## src/rtl/pgmap_pkg.sv

```systemverilog
// ----------------------------------------------------------------------------
// pgmap_pkg
// Shared constants, codes and controller/datapath interface types for the
// four-level page table mapper.
// ----------------------------------------------------------------------------
package pgmap_pkg;

  // Table store geometry
  localparam int TABLE_SLOTS       = 64;
  localparam int IDX_W             = 9;
  localparam int ENTRIES_PER_TABLE = 1 << IDX_W;
  localparam int SLOT_W            = $clog2(TABLE_SLOTS);
  localparam int ADDR_W            = SLOT_W + IDX_W;
  localparam int STORE_DEPTH       = TABLE_SLOTS * ENTRIES_PER_TABLE;
  localparam int CNT_W             = $clog2(TABLE_SLOTS + 1);
  localparam int ENTRY_W           = 64;
  localparam int PAGE_SHIFT        = 12;
  localparam int FRAME_W           = ENTRY_W - PAGE_SHIFT;

  // Field widths
  localparam int VA_W     = 48;
  localparam int PA_W     = 52;
  localparam int FLAG_W   = 12;
  localparam int BASE_W   = 40;
  localparam int LIMIT_W  = 7;
  localparam int STATUS_W = 2;
  localparam int MADE_W   = 2;
  localparam int LEVEL_W  = 2;

  // Stream and config port widths
  localparam int IN_W      = 112;
  localparam int OUT_W     = 56;
  localparam int CFG_IDX_W = 1;
  localparam int CFG_W     = 40;

  // Entry attribute bits of a freshly linked table: present, writable, user
  localparam logic [PAGE_SHIFT-1:0] TABLE_ATTR = 12'h007;

  // Walk levels; the leaf level selects the lowest index
  localparam logic [LEVEL_W-1:0] LEVEL_TOP        = 2'd0;
  localparam logic [LEVEL_W-1:0] LEVEL_LAST_TABLE = 2'd2;
  localparam logic [LEVEL_W-1:0] LEVEL_LEAF       = 2'd3;

  // Configuration register indexes
  typedef enum logic [CFG_IDX_W-1:0] {
    CFG_TABLE_BASE = 1'b0,
    CFG_SLOT_LIMIT = 1'b1
  } cfg_reg_t;

  // Result status codes
  typedef enum logic [STATUS_W-1:0] {
    MAP_OK      = 2'd0,
    MAP_NO_SLOT = 2'd1,
    MAP_OUTSIDE = 2'd2
  } map_status_t;

  // Controller to datapath
  typedef struct packed {
    logic               clear;     // zero one store entry
    logic               accept;    // capture request
    logic               read;      // issue table read
    logic               walk;      // evaluate entry, allocate if needed
    logic               leaf;      // write leaf entry
    logic               load_out;  // load result register
    logic [LEVEL_W-1:0] level;
  } pgmap_cmd_t;

  // Datapath to controller
  typedef struct packed {
    logic clear_last;  // last entry of clearing pass
    logic stop;        // walk ends with an error
  } pgmap_sts_t;

endpackage

```

## src/rtl/pgmap_ctrl.sv

```systemverilog
// ----------------------------------------------------------------------------
// pgmap_ctrl
// Mapper controller: clearing pass, table walk sequencing and output valid.
// ----------------------------------------------------------------------------
module pgmap_ctrl
  import pgmap_pkg::*;
(
  input  logic       clk,
  input  logic       rst,
  input  logic       s_tvalid,
  output logic       s_tready,
  output logic       m_tvalid,
  input  logic       m_tready,
  output pgmap_cmd_t cmd,
  input  pgmap_sts_t sts
);

  typedef enum logic [2:0] {
    ST_CLEAR,
    ST_IDLE,
    ST_READ,
    ST_EVAL,
    ST_LEAF,
    ST_DONE
  } state_t;

  state_t             state;
  logic [LEVEL_W-1:0] level;

  assign s_tready = (state == ST_IDLE);

  // Command decode
  always_comb begin
    cmd          = '0;
    cmd.level    = level;
    case (state)
      ST_CLEAR: cmd.clear    = 1'b1;
      ST_IDLE:  cmd.accept   = s_tvalid;
      ST_READ:  cmd.read     = 1'b1;
      ST_EVAL:  cmd.walk     = 1'b1;
      ST_LEAF:  cmd.leaf     = 1'b1;
      ST_DONE:  cmd.load_out = !m_tvalid || m_tready;
      default:  ;
    endcase
  end

  // State, level and output valid
  always_ff @(posedge clk) begin
    if (rst) begin
      state    <= ST_CLEAR;
      level    <= LEVEL_TOP;
      m_tvalid <= 1'b0;
    end else begin
      // Output valid: set by a result load, cleared by a transfer out
      if (cmd.load_out) begin
        m_tvalid <= 1'b1;
      end else if (m_tready) begin
        m_tvalid <= 1'b0;
      end
      case (state)
        ST_CLEAR: begin
          if (sts.clear_last) begin
            state <= ST_IDLE;
          end
        end
        ST_IDLE: begin
          if (s_tvalid) begin
            level <= LEVEL_TOP;
            state <= ST_READ;
          end
        end
        ST_READ: state <= ST_EVAL;
        ST_EVAL: begin
          if (sts.stop) begin
            state <= ST_DONE;
          end else if (level == LEVEL_LAST_TABLE) begin
            level <= LEVEL_LEAF;
            state <= ST_LEAF;
          end else begin
            level <= level + LEVEL_W'(1);
            state <= ST_READ;
          end
        end
        ST_LEAF: state <= ST_DONE;
        ST_DONE: begin
          if (cmd.load_out) begin
            state <= ST_IDLE;
          end
        end
        default: state <= ST_IDLE;
      endcase
    end
  end

  // A transfer in starts a walk
  a_accept_walk: assert property (@(posedge clk) disable iff (rst)
    s_tvalid && s_tready |=> state == ST_READ && level == LEVEL_TOP)
    else $error("accepted request did not start walk");

  // Entry evaluation always follows a read, covering RAM latency
  a_eval_after_read: assert property (@(posedge clk) disable iff (rst)
    state == ST_EVAL |-> $past(state) == ST_READ)
    else $error("evaluate without read");

  // No result during the clearing pass
  a_clear_quiet: assert property (@(posedge clk) disable iff (rst)
    state == ST_CLEAR |-> !m_tvalid)
    else $error("result during clearing pass");

endmodule

```

## config.mk

```make
export PLATFORM = sky130hd
export DESIGN_NAME = pgmap_ctrl
export DESIGN_NICKNAME = d
export VERILOG_FILES = /design/src/rtl/pgmap_pkg.sv /design/src/rtl/pgmap_ctrl.sv
export SDC_FILE = /design/constraint.sdc
export NUM_CORES = 1
export LEC_CHECK = 0
export ABC_AREA = 1
export ABC_CLOCK_PERIOD_IN_PS = 1690
export BUFFER_PORTS_ARGS = -buffer_cell sky130_fd_sc_hd__buf_2
export CORE_AREA = 2 2 39 41
export DETAILED_ROUTE_END_ITERATION = 6
export DIE_AREA = 0 0 41 43
export SLEW_MARGIN = 10
export SYNTH_ARGS = -nofsm -noshare
export SYNTH_HDL_FRONTEND = slang
export SYNTH_SLANG_ARGS = --single-unit
```

## constraint.sdc

```tcl
create_clock -name clk -period 1.69 [get_ports clk]
set_input_delay 0.2535 -clock clk [delete_from_list [all_inputs] [get_ports clk]]
set_output_delay 0.2535 -clock clk [all_outputs]
set_load 0.05 [all_outputs]
```

======== After elaboration in Yosys (flattened, before gate mapping) ========
Index checks and enable logic that the tools add are counted.
cells by class
  multiplexer cells ....................... 18
  bitwise logic cells ..................... 0
  shifts and indexed selects .............. 0
  reductions and logical operators ........ 7
  equal/unequal tests ..................... 10
  add/sub/neg operators ................... 1
  $mul .................................... 0
  magnitude comparators ................... 0
  div/mod/pow operators ................... 0
operators with widths
  operator                                       number
  case mux 3 bit (6 select lines)                1
  2-to-1 mux 3 bit                               5
  2-to-1 mux 1 bit                               8
  inequality test 2 bit, second input constant   4
  == test 3 x 2 -> 1 bit, second input constant  2
  == test 3 bit, second input constant           2
  2-to-1 mux 2 bit                               3
  AND reduction 3 bit                            2
  case mux 2 bit (2 select lines)                1
  nonzero test 2 bit                             2
  == test 3 x 1 -> 1 bit, second input constant  1
  logical NOT 3 bit                              1
  adder 2 x 1 -> 2 bit, second input constant    1
  == test 2 bit, second input constant           1
  logical NOT 1 bit                              1
  logical OR 1 bit                               1
word-level totals
  bits in registers ....................... 6
  memories kept ........................... 0
  RAM bits ................................ 0
  word-level logic and storage cells ...... 39
  latch bits .............................. 0
  bits in read-only memories .............. 0
  output and inout bits ................... 10
  input bits .............................. 6

======== Depth between registers and ports, before layout ========
Gate-level depths: netlist (run 1).
  depth in word-level cells ............... 5
  mapped depth ............................ 8
  mapped depth without buffers ............ 8

======== Worst setup path after synthesis (run 1) ========
Ideal clock, no wire load.
  kind .................................... register to output
  from .................................... reg m_tvalid
  to ...................................... out cmd[2] (netlist bit)
  stages on the path, launching flop included .. 4
  data arrival time ....................... 1674 ps
  required time ........................... 1436 ps
  path slack .............................. -237 ps
  path buffers ............................ 0
  cell sequence ........................... dfxtp_1 > inv_1 > nor2_1 > nor3_1
RTL lines
  what                    line              text
  from (decl)             pgmap_ctrl.sv:12  output logic m_tvalid,
  from (signal assigned)  pgmap_ctrl.sv:52  m_tvalid <= 1'b0;
  from (signal assigned)  pgmap_ctrl.sv:56  m_tvalid <= 1'b1;
  from (signal assigned)  pgmap_ctrl.sv:58  m_tvalid <= 1'b0;
  to (decl)               pgmap_ctrl.sv:14  output pgmap_cmd_t cmd,

==> results of run 1 <==
## cell usage in the layout, fill, tap and decap left out
| master | synthesis | final |
|---|---|---|
| nor2_1 | 8 | 8 |
| dfxtp_1 | 6 | 6 |
| nor2_2 | 7 | 7 |
| a21oi_2 | 1 | 1 |
| buf_2 | 0 | 15 |
| inv_1 | 14 | 14 |
| nand2_1 | 13 | 13 |
| nand3_2 | 2 | 2 |
| ha_1 | 1 | 1 |
| nand3_1 | 5 | 5 |
| and3_1 | 1 | 1 |
| inv_2 | 4 | 4 |
| nand2_2 | 5 | 5 |
| nor2_4 | 1 | 1 |
| nand4_1 | 1 | 1 |
| nor3_2 | 0 | 1 |
| clkbuf_4 | 0 | 3 |
## worst paths after layout
kind / start / end / cells past startpoint
max: state[1] / cmd[3] / 4
min: rst / m_tvalid / 2
max reg2reg: level[0] / state[2] / 8
min reg2reg: level[1] / level[1] / 4
## per-stage QoR
step	cells	setup WS [ns]	hold WS (ns)	total power, mW	utilization
2_1_floorplan	70	0.155	0.326	0.448	-
3_3_place_gp	101	0.406	0.427	0.506	0.388
3_5_place_dp	101	0.401	0.431	0.508	0.388
4_1_cts	104	0.137	0.176	0.646	0.404
5_1_grt	104	0.0237	0.189	0.694	0.404
6_report	104	0.150	0.177	0.636	0.404
## cell type report
cell class / instances / area (sq um)
multi-input combinational: 46 / 254
tap: 16 / 20.0
sequential: 6 / 120
timing repair buffer: 15 / 75.1
clock buffer: 3 / 22.5
inverter: 18 / 67.6
fill: 155 / 825
## sequential cells by signal (all words and copies together) (netlist names)
register  count
m_tvalid      1
state         3
level         2
## metal layers
| metal | global-route usage | routed length (microns) | vias to the layer above | share of wire |
|---|---|---|---|---|
| met2 | 0.178 | 394 | 11 | 0.45 |
| met4 | 0.0800 | 10 | 0 | 0.012 |
| met1 | 0.159 | 414 | 182 | 0.48 |
| met5 | 0 | 0 | - | 0 |
| li1 | - | - | 242 | - |
| met3 | 0.0314 | 47 | 2 | 0.054 |
## cell families after synthesis
family | synth area share
simple gates | 0.521
fa+ha+maj | 0.0286
compound gates | 0.0201
flops | 0.275
buf+inv | 0.155
## power groups by stage
stage	registers, mW	logic [mW]	clock network, mW
global placement	0.190	0.317	0
CTS	0.187	0.320	0.139
finish	0.187	0.316	0.133
detailed placement	0.190	0.318	0
floorplan	0.214	0.234	0
global route	0.191	0.351	0.151
==> out/qor.yml, run 1 <==
clock_network:
  cts_max_level: 1
  cts_buffers: 3
  cts_sinks: 6
  cts_buffer_depth: 2
  clk_latency_ns: 0.25
  cts_resized: 0
  cts_hold_buf: 0
  post_cts.repair.setup_buffers: 0
  cts_root_buffer: "clkbuf_4"
  clkTransAtPathRegs_ns: 0.04
  cts_tree: "yes"
synth:
  synth_cell_types: 15
  synth-seq-cells: 6
  synth_area_leaders: "dfxtp_1 (28%), inv_1 (12%), nand2_1 (11%)"
  synth_async_sr_flop_share: 0
  synth.most_common_cell: "inv_1"
  synth_edf_count: 0
  synth_area_sq_um: 437
  synthTopCellsByCount: "inv_1 (14), nand2_1 (13), nor2_1 (8)"
  syn_nets: 77
  syn_area_per_cell_sq_um: 6.24
  ys_seq_area_frac: 0.275
  yosys.area.top_type: "dfxtp_1"
  synthFlopType: "dfxtp_1"
  netlist.area_leader.share: 0.275
  syn_inst: 70
  yosys_warnings: 0
floorplan:
  rows: 14
  initial_utilization: 0.316
  coreArea_sq_um: 1380
  die_w_microns: 41
  dieArea_sq_um: 1760
  fp.dieH_microns: 43
  io_pins: 16
drt:
  drt-initial-drc-count: 3
  drtAntennaViolNets: 0
  num_vias: 437
  post_drt_wl_per_cell_microns: 8.33
  drc: 0
  via_per_inst: 4.20
  routed_wl_microns: 866
  first_pass_iters: 3
pwr:
  p_int_mw: 0.331
  power_density_nw_per_um2: 1140
  pwr-share-seq: 0.295
  ir_worst_vdd_v: 0.000468
  pwr-share-clk: 0.210
  swShare: 0.480
  p_comb_frac: 0.496
  switchingPower_mw: 0.306
  p_leak_nw: 0.332
setup_path:
  critical-path-top-delay-family: "buffers and inverters"
  crit_path_cell_trace: "inv_1 -> nand2_1 -> nor2_1 -> buf_2"
  cp_max_fo: 7
  cp-end-kind: "output pin"
  crit_type: "register to output pin"
  critPathMaxStageDelay_ns: 0.39
  slowest_stage: "dfxtp_1"
  cp.required_ns: 1.44
  critPathLaunchType: "register"
  r2r_setup_slack_ns: 0.49
  cp_data_arrival_time_ns: 1.29
  path_buf_inv: 2
finish:
  layout-drive-gt1-share: 0.443
  diodes: 0
  synthToLayoutAreaGrowth_pct: 28.1
  nets: 97
  final_area_sq_um: 559
global_routing:
  first_global_vias: 375
  grt_remaining_overflow: 0
  track_usage: 0.125
  grt_max_degree: 8
  grt_antenna_before_repair: 0
  grt_pass1_wl_microns: 1480
sta:
  setup_viol: 0
  fin_crit_sh: 0.912
  period_needed_ns: 1.54
  final.setup_skew_ns: 0.00433
  rsz0062_at_grt: "no"
  max_freq_mhz: 649
  relSlewSlack: 0.803
  finalSetupTns_ns: 0
  worst_slew_pin_slew_ns: 0.295
  slew_viol_final: 0
  final_hold_viol_count: 0
placement:
  io_buffers: 15
  dp_hpwl_microns: 721
  placed_cell_area_sq_um: 537
  gp_congestion: 0.730
status:
  status: "completed"
min_path:
  hp-class: "input port to register"
job:
  cap_violations: 0
Note: power is estimated with default switching activity, not from simulation.
==> inputs of run 2 (changes only) <==
ABC_AREA = not set   (was 1)
==> run 2 against run 1 <==
Sequential share of layout area rose by 1.3 points. Sequential power down 17%. Critical path type unchanged. Die area did not move. Global-route usage shrank 2.0 points. Maximum frequency decreased by 4.2%. Utilization is 2.4 points lower. Clock-buffer cell count unchanged. Sequential cell count stayed put. Synthesized cell count fell by 33%. Non-clock buffer count increased by 3. Cell area shrank 5.8%. Worst setup slack worse by 0.067 ns.
==> out/qor.yml, run 2 <==
synth:
  synth_edf_count: 0
  syn_nets: 54
  yosys.area.top_type: "dfxtp_1"
  synth_area_sq_um: 404
  syn_inst: 47
  synth_area_leaders: "dfxtp_1 (30%), buf_6 (8.4%), nand2b_1 (6.2%)"
  synthTopCellsByCount: "dfxtp_1 (6), nor3_1 (5), nand2b_1 (4), nor2_1 (4), nor2b_1 (4)"
  synth.most_common_cell: "dfxtp_1"
  ys_seq_area_frac: 0.297
  synth_cell_types: 22
  synthFlopType: "dfxtp_1"
  synth-seq-cells: 6
  syn_area_per_cell_sq_um: 8.60
  netlist.area_leader.share: 0.297
  synth_async_sr_flop_share: 0
  yosys_warnings: 0
placement:
  gp_congestion: 0.687
  placed_cell_area_sq_um: 502
  dp_hpwl_microns: 631
  io_buffers: 15
drt:
  first_pass_iters: 2
  post_drt_wl_per_cell_microns: 9.79
  via_per_inst: 4.58
  drc: 0
  routed_wl_microns: 783
  drtAntennaViolNets: 0
  drt-initial-drc-count: 4
  num_vias: 366
sta:
  timing.hold.ws_ns: 0.269
  rsz0062_at_grt: "no"
  period_needed_ns: 1.61
  final_hold_viol_count: 0
  worst_slew_pin_slew_ns: 0.260
  finalSetupTns_ns: 0
  final.setup_skew_ns: 0.00484
  fin_crit_sh: 0.951
  slew_viol_final: 0
  relSlewSlack: 0.825
  max_freq_mhz: 622
  setup_viol: 0
finish:
  layout-drive-gt1-share: 0.469
  largest_reg_flops: 3
  final_cell_mix: "buf_2 (14), dfxtp_1 (6)"
  top_register: "state"
  final_common_cell: "buf_2"
  synthToLayoutAreaGrowth_pct: 30.3
  reg_top3: "state (3), level (2), m_tvalid (1)"
  diodes: 0
  n_fill_cell: 138
  final_area_sq_um: 527
  nets: 73
setup_path:
  cp_max_fo: 7
  cp-end-kind: "output pin"
  slowest_stage: "dfxtp_1"
  path_buf_inv: 1
  critPathMaxStageDelay_ns: 0.35
  critical-path-top-delay-family: "simple AND/OR/NAND/NOR gates"
  cp.required_ns: 1.44
  crit_path_cell_trace: "nand2b_1 -> or2_2 -> nor2b_2 -> buf_4"
  crit_type: "register to output pin"
  cp_data_arrival_time_ns: 1.35
  critPathLaunchType: "register"
pwr:
  switchingPower_mw: 0.165
  p_int_mw: 0.287
  swShare: 0.366
  ir_worst_vdd_v: 0.000406
  power_density_nw_per_um2: 858
  pwr-share-seq: 0.345
  p_leak_nw: 0.244
  pwr-share-clk: 0.287
  p_comb_frac: 0.368
clock_network:
  cts_buffer_depth: 2
  cts_buffers: 3
  clkTransAtPathRegs_ns: 0.05
  cts_tree: "yes"
  cts_root_buffer: "clkbuf_4"
  clk_latency_ns: 0.24
  cts_sinks: 6
  cts_max_level: 1
min_path:
  hp-class: "input port to register"
global_routing:
  grt_remaining_overflow: 0
  grt_antenna_before_repair: 0
  grt_pass1_wl_microns: 1250
  first_global_vias: 335
  grt_max_degree: 10
  track_usage: 0.105
floorplan:
  die_w_microns: 41
  io_pins: 16
  rows: 14
  coreArea_sq_um: 1380
  dieArea_sq_um: 1760
  initial_utilization: 0.292
  fp.dieH_microns: 43
job:
  cap_violations: 0
status:
  status: "completed"
[run 2: changes by cell type in the layout (fill, tap and decap cells not counted), moves of 3 or more]
cell,delta
nor2b_1,+3
nand3_1,-5
buf_4,+4
nand2_2,-5
nand2_1,-13
nand2b_1,+4
nor3_1,+4
inv_2,-4
inv_1,-11
nor2_1,-4
nor2_2,-7
[run 2: logic make-up after synthesis]
| group | share of synthesized area |
|---|---|
| muxes | 0.0805 |
| DFF | 0.297 |
| and+or+nand+nor | 0.328 |
| buffers and inverters | 0.121 |
| adders and majority gates | 0.0310 |
| AOI/OAI and AO/OA | 0.142 |
[run 2: metal layers]
layer,vias to the layer above,GRT usage,share of wire
li1,200,-,-
met1,153,0.129,0.50
met2,11,0.141,0.41
met3,2,0.0366,0.064
met4,0,0.0800,0.023
met5,-,0,0
[run 2: path summary, 6_finish.rpt]
check                  end  slack [ns]  depth (start not counted)     start
setup / recovery    cmd[2]        0.08                          4  state[1]
setup reg to reg  level[1]        0.32                          3  state[1]
hold / removal    state[2]        0.27                          2       rst
hold reg to reg   m_tvalid        0.51                          2  m_tvalid
[run 2: repair_timing]
| item | 4_1_cts | 5_1_grt |
|---|---|---|
| hold buffers | 0 | 0 |
| setup endpoints to repair | 0 | 1 |
| buffers inserted | 0 | 0 |
| resized for setup | 0 | 2 |
[run 2: power groups by stage]
stage          registers [mW]  clock network (mW)  logic [mW]
2_1_floorplan           0.159                   0       0.140
3_3_place_gp            0.158                   0       0.167
3_5_place_dp            0.158                   0       0.167
4_1_cts                 0.156               0.135       0.167
5_1_grt                 0.157               0.148       0.178
6_report                0.156               0.130       0.167
[run 2: cell type report]
| cell class | instances | area, sq um | area share |
|---|---|---|---|
| Inverter | 3 | 11.3 | 0.0214 |
| Multi-Input combinational cell | 34 | 253 | 0.480 |
| Sequential cell | 6 | 120 | 0.228 |
| Tap cell | 16 | 20.0 | 0.0380 |
| Clock buffer | 3 | 22.5 | 0.0428 |
| Timing Repair Buffer | 18 | 100 | 0.190 |
[run 2: worst register-to-register path, cell delays in order, from the launching register on]
cell     delay, ns
dfxtp_1       0.41
or2b_1        0.26
a21oi_2       0.22
mux2_2        0.35
[run 2: stage by stage]
step / util / setup WS (ns) / total power [mW] / cells
floorplan: - / 0.134 / 0.299 / 47
global placement: 0.363 / 0.295 / 0.325 / 77
detailed placement: 0.363 / 0.279 / 0.325 / 77
CTS: 0.379 / 0.0146 / 0.458 / 80
global route: 0.381 / 0.0129 / 0.483 / 80
finish: 0.381 / 0.0827 / 0.452 / 80
==> inputs of run 3 (changes only) <==
SETUP_SLACK_MARGIN = 0.5   (was not set)
==> run 3 against run 2 <==
Via count up 13%. Die area unchanged. Worst hold slack better by 0.0079 ns. Clock-buffer cell count up 1. Routed wire length up 28%. Non-clock buffer count up 9. Utilization up 17 points. Global-route usage up 3.1 points. Sequential cell count unchanged. Clock skew up 0.0011 ns. Maximum frequency up 8.1%. Critical endpoint unchanged. Highest routed layer unchanged.
==> out/qor.yml, run 3 (synthesized netlist as in run 2, its figures left out) <==
status:
  status: "completed"
placement:
  io_buffers: 15
  placed_cell_area_sq_um: 569
  dp_slack_ns: 0.310
  dp_hpwl_microns: 673
  gp_congestion: 0.706
sta:
  max_freq_mhz: 673
  period_needed_ns: 1.49
  setup_ws_ns: 0.204
  timing.hold.ws_ns: 0.277
  slew_viol_final: 0
  setup_viol: 0
  rsz0062_at_grt: "yes"
  final.setup_skew_ns: 0.00594
  relSlewSlack: 0.852
  final_hold_viol_count: 0
  fin_crit_sh: 0.879
  worst_slew_pin_slew_ns: 0.216
  finalSetupTns_ns: 0
floorplan:
  fp.dieH_microns: 43
  io_pins: 16
  initial_utilization: 0.292
  rows: 14
  coreArea_sq_um: 1380
  dieArea_sq_um: 1760
  die_w_microns: 41
drt:
  drc: 0
  drt-initial-drc-count: 3
  via_per_inst: 4.61
  num_vias: 415
  post_drt_wl_per_cell_microns: 11.1
  routed_wl_microns: 1000
  drtAntennaViolNets: 0
  first_pass_iters: 2
min_path:
  hold_start: "rst"
  hp-class: "input port to register"
pwr:
  power_density_nw_per_um2: 742
  p_leak_nw: 0.317
  ir_worst_vdd_v: 0.000468
setup_path:
  crit_type: "register to output pin"
  r2r_setup_slack_ns: 0.33
  reg2reg_from: "state[1]"
  cp_data_arrival_time_ns: 1.23
  cp_max_fo: 5
  cp-end-kind: "output pin"
  cp.required_ns: 1.44
  crit_start: "state[1]"
  critPathLaunchType: "register"
global_routing:
  grt_max_degree: 9
  grt_remaining_overflow: 0
  grt_pass1_wl_microns: 1590
  grt_antenna_before_repair: 0
  track_usage: 0.136
  first_global_vias: 371
finish:
  nets: 82
  final_cell_mix: "buf_2 (8), buf_6 (8), buf_4 (8)"
  largest_reg_flops: 3
  fin_util: 0.552
  reg_top3: "state (3), level (2), m_tvalid (1)"
  final_area_sq_um: 763
  synthToLayoutAreaGrowth_pct: 88.9
  top_register: "state"
  diodes: 0
  layout-drive-gt1-share: 0.703
clock_network:
  cts_buffer_depth: 2
  cts_hold_buf: 0
  cts_tree: "yes"
  clkTransAtPathRegs_ns: 0.05
  cts_buffers: 3
  clk_latency_ns: 0.24
  cts_root_buffer: "clkbuf_4"
  cts_max_level: 1
  cts_sinks: 6
job:
  cap_violations: 0
-- run 3: changes by cell type in the layout (fill, tap and decap cells not counted), sizes merged --
cell,previous run,this run
clkbuf,3,4
inv,3,2
buf,18,27
clkinvlp,0,1
-- run 3: routing by layer --
metal | GRT usage | wire, microns | vias to the layer above
met5 | 0 | 0 | -
met1 | 0.158 | 424 | 188
li1 | - | - | 215
met4 | 0.100 | 12 | 0
met2 | 0.213 | 527 | 10
met3 | 0.0157 | 38 | 2
-- run 3: final timing paths --
kind / endpoint / cells past startpoint
setup / recovery: cmd[2] / 4
hold reg to reg: state[1] / 1
hold / removal: state[2] / 2
setup reg to reg: level[1] / 4
-- run 3: worst max-delay path, stage by stage (launching register included) --
cell	delay [ns]
dfxtp_4	0.35
nand2b_4	0.13
or2_4	0.24
nor2b_4	0.11
buf_6	0.16
-- run 3: where the power goes --
group          total (mW)  leakage [nW]  switching [mW]  internal, mW
clock               0.144        0.0150          0.0543        0.0896
combinational       0.260         0.250           0.136         0.125
sequential          0.162        0.0522          0.0126         0.149
-- run 3: layout make-up --
type | instances | area (sq um)
Clock buffer | 4 | 26.3
Inverter | 3 | 15.0
Sequential cell | 6 | 136
Multi-Input combinational cell | 34 | 330
Timing Repair Buffer | 27 | 235
Tap cell | 16 | 20.0
Fill cell | 126 | 621
-- run 3: through the flow --
stage | power (mW) | instances
floorplan | 0.331 | 47
global placement | 0.354 | 76
detailed placement | 0.355 | 76
CTS | 0.562 | 90
global route | 0.595 | 90
finish | 0.566 | 90
-- run 3: what timing repair did --
| item | 4_1_cts | 5_1_grt |
|---|---|---|
| pin swaps | 3 | 3 |
| setup buffers | 10 | 0 |
| gates resized for setup | 24 | 5 |
| endpoints found under the setup margin | 10 | 11 |
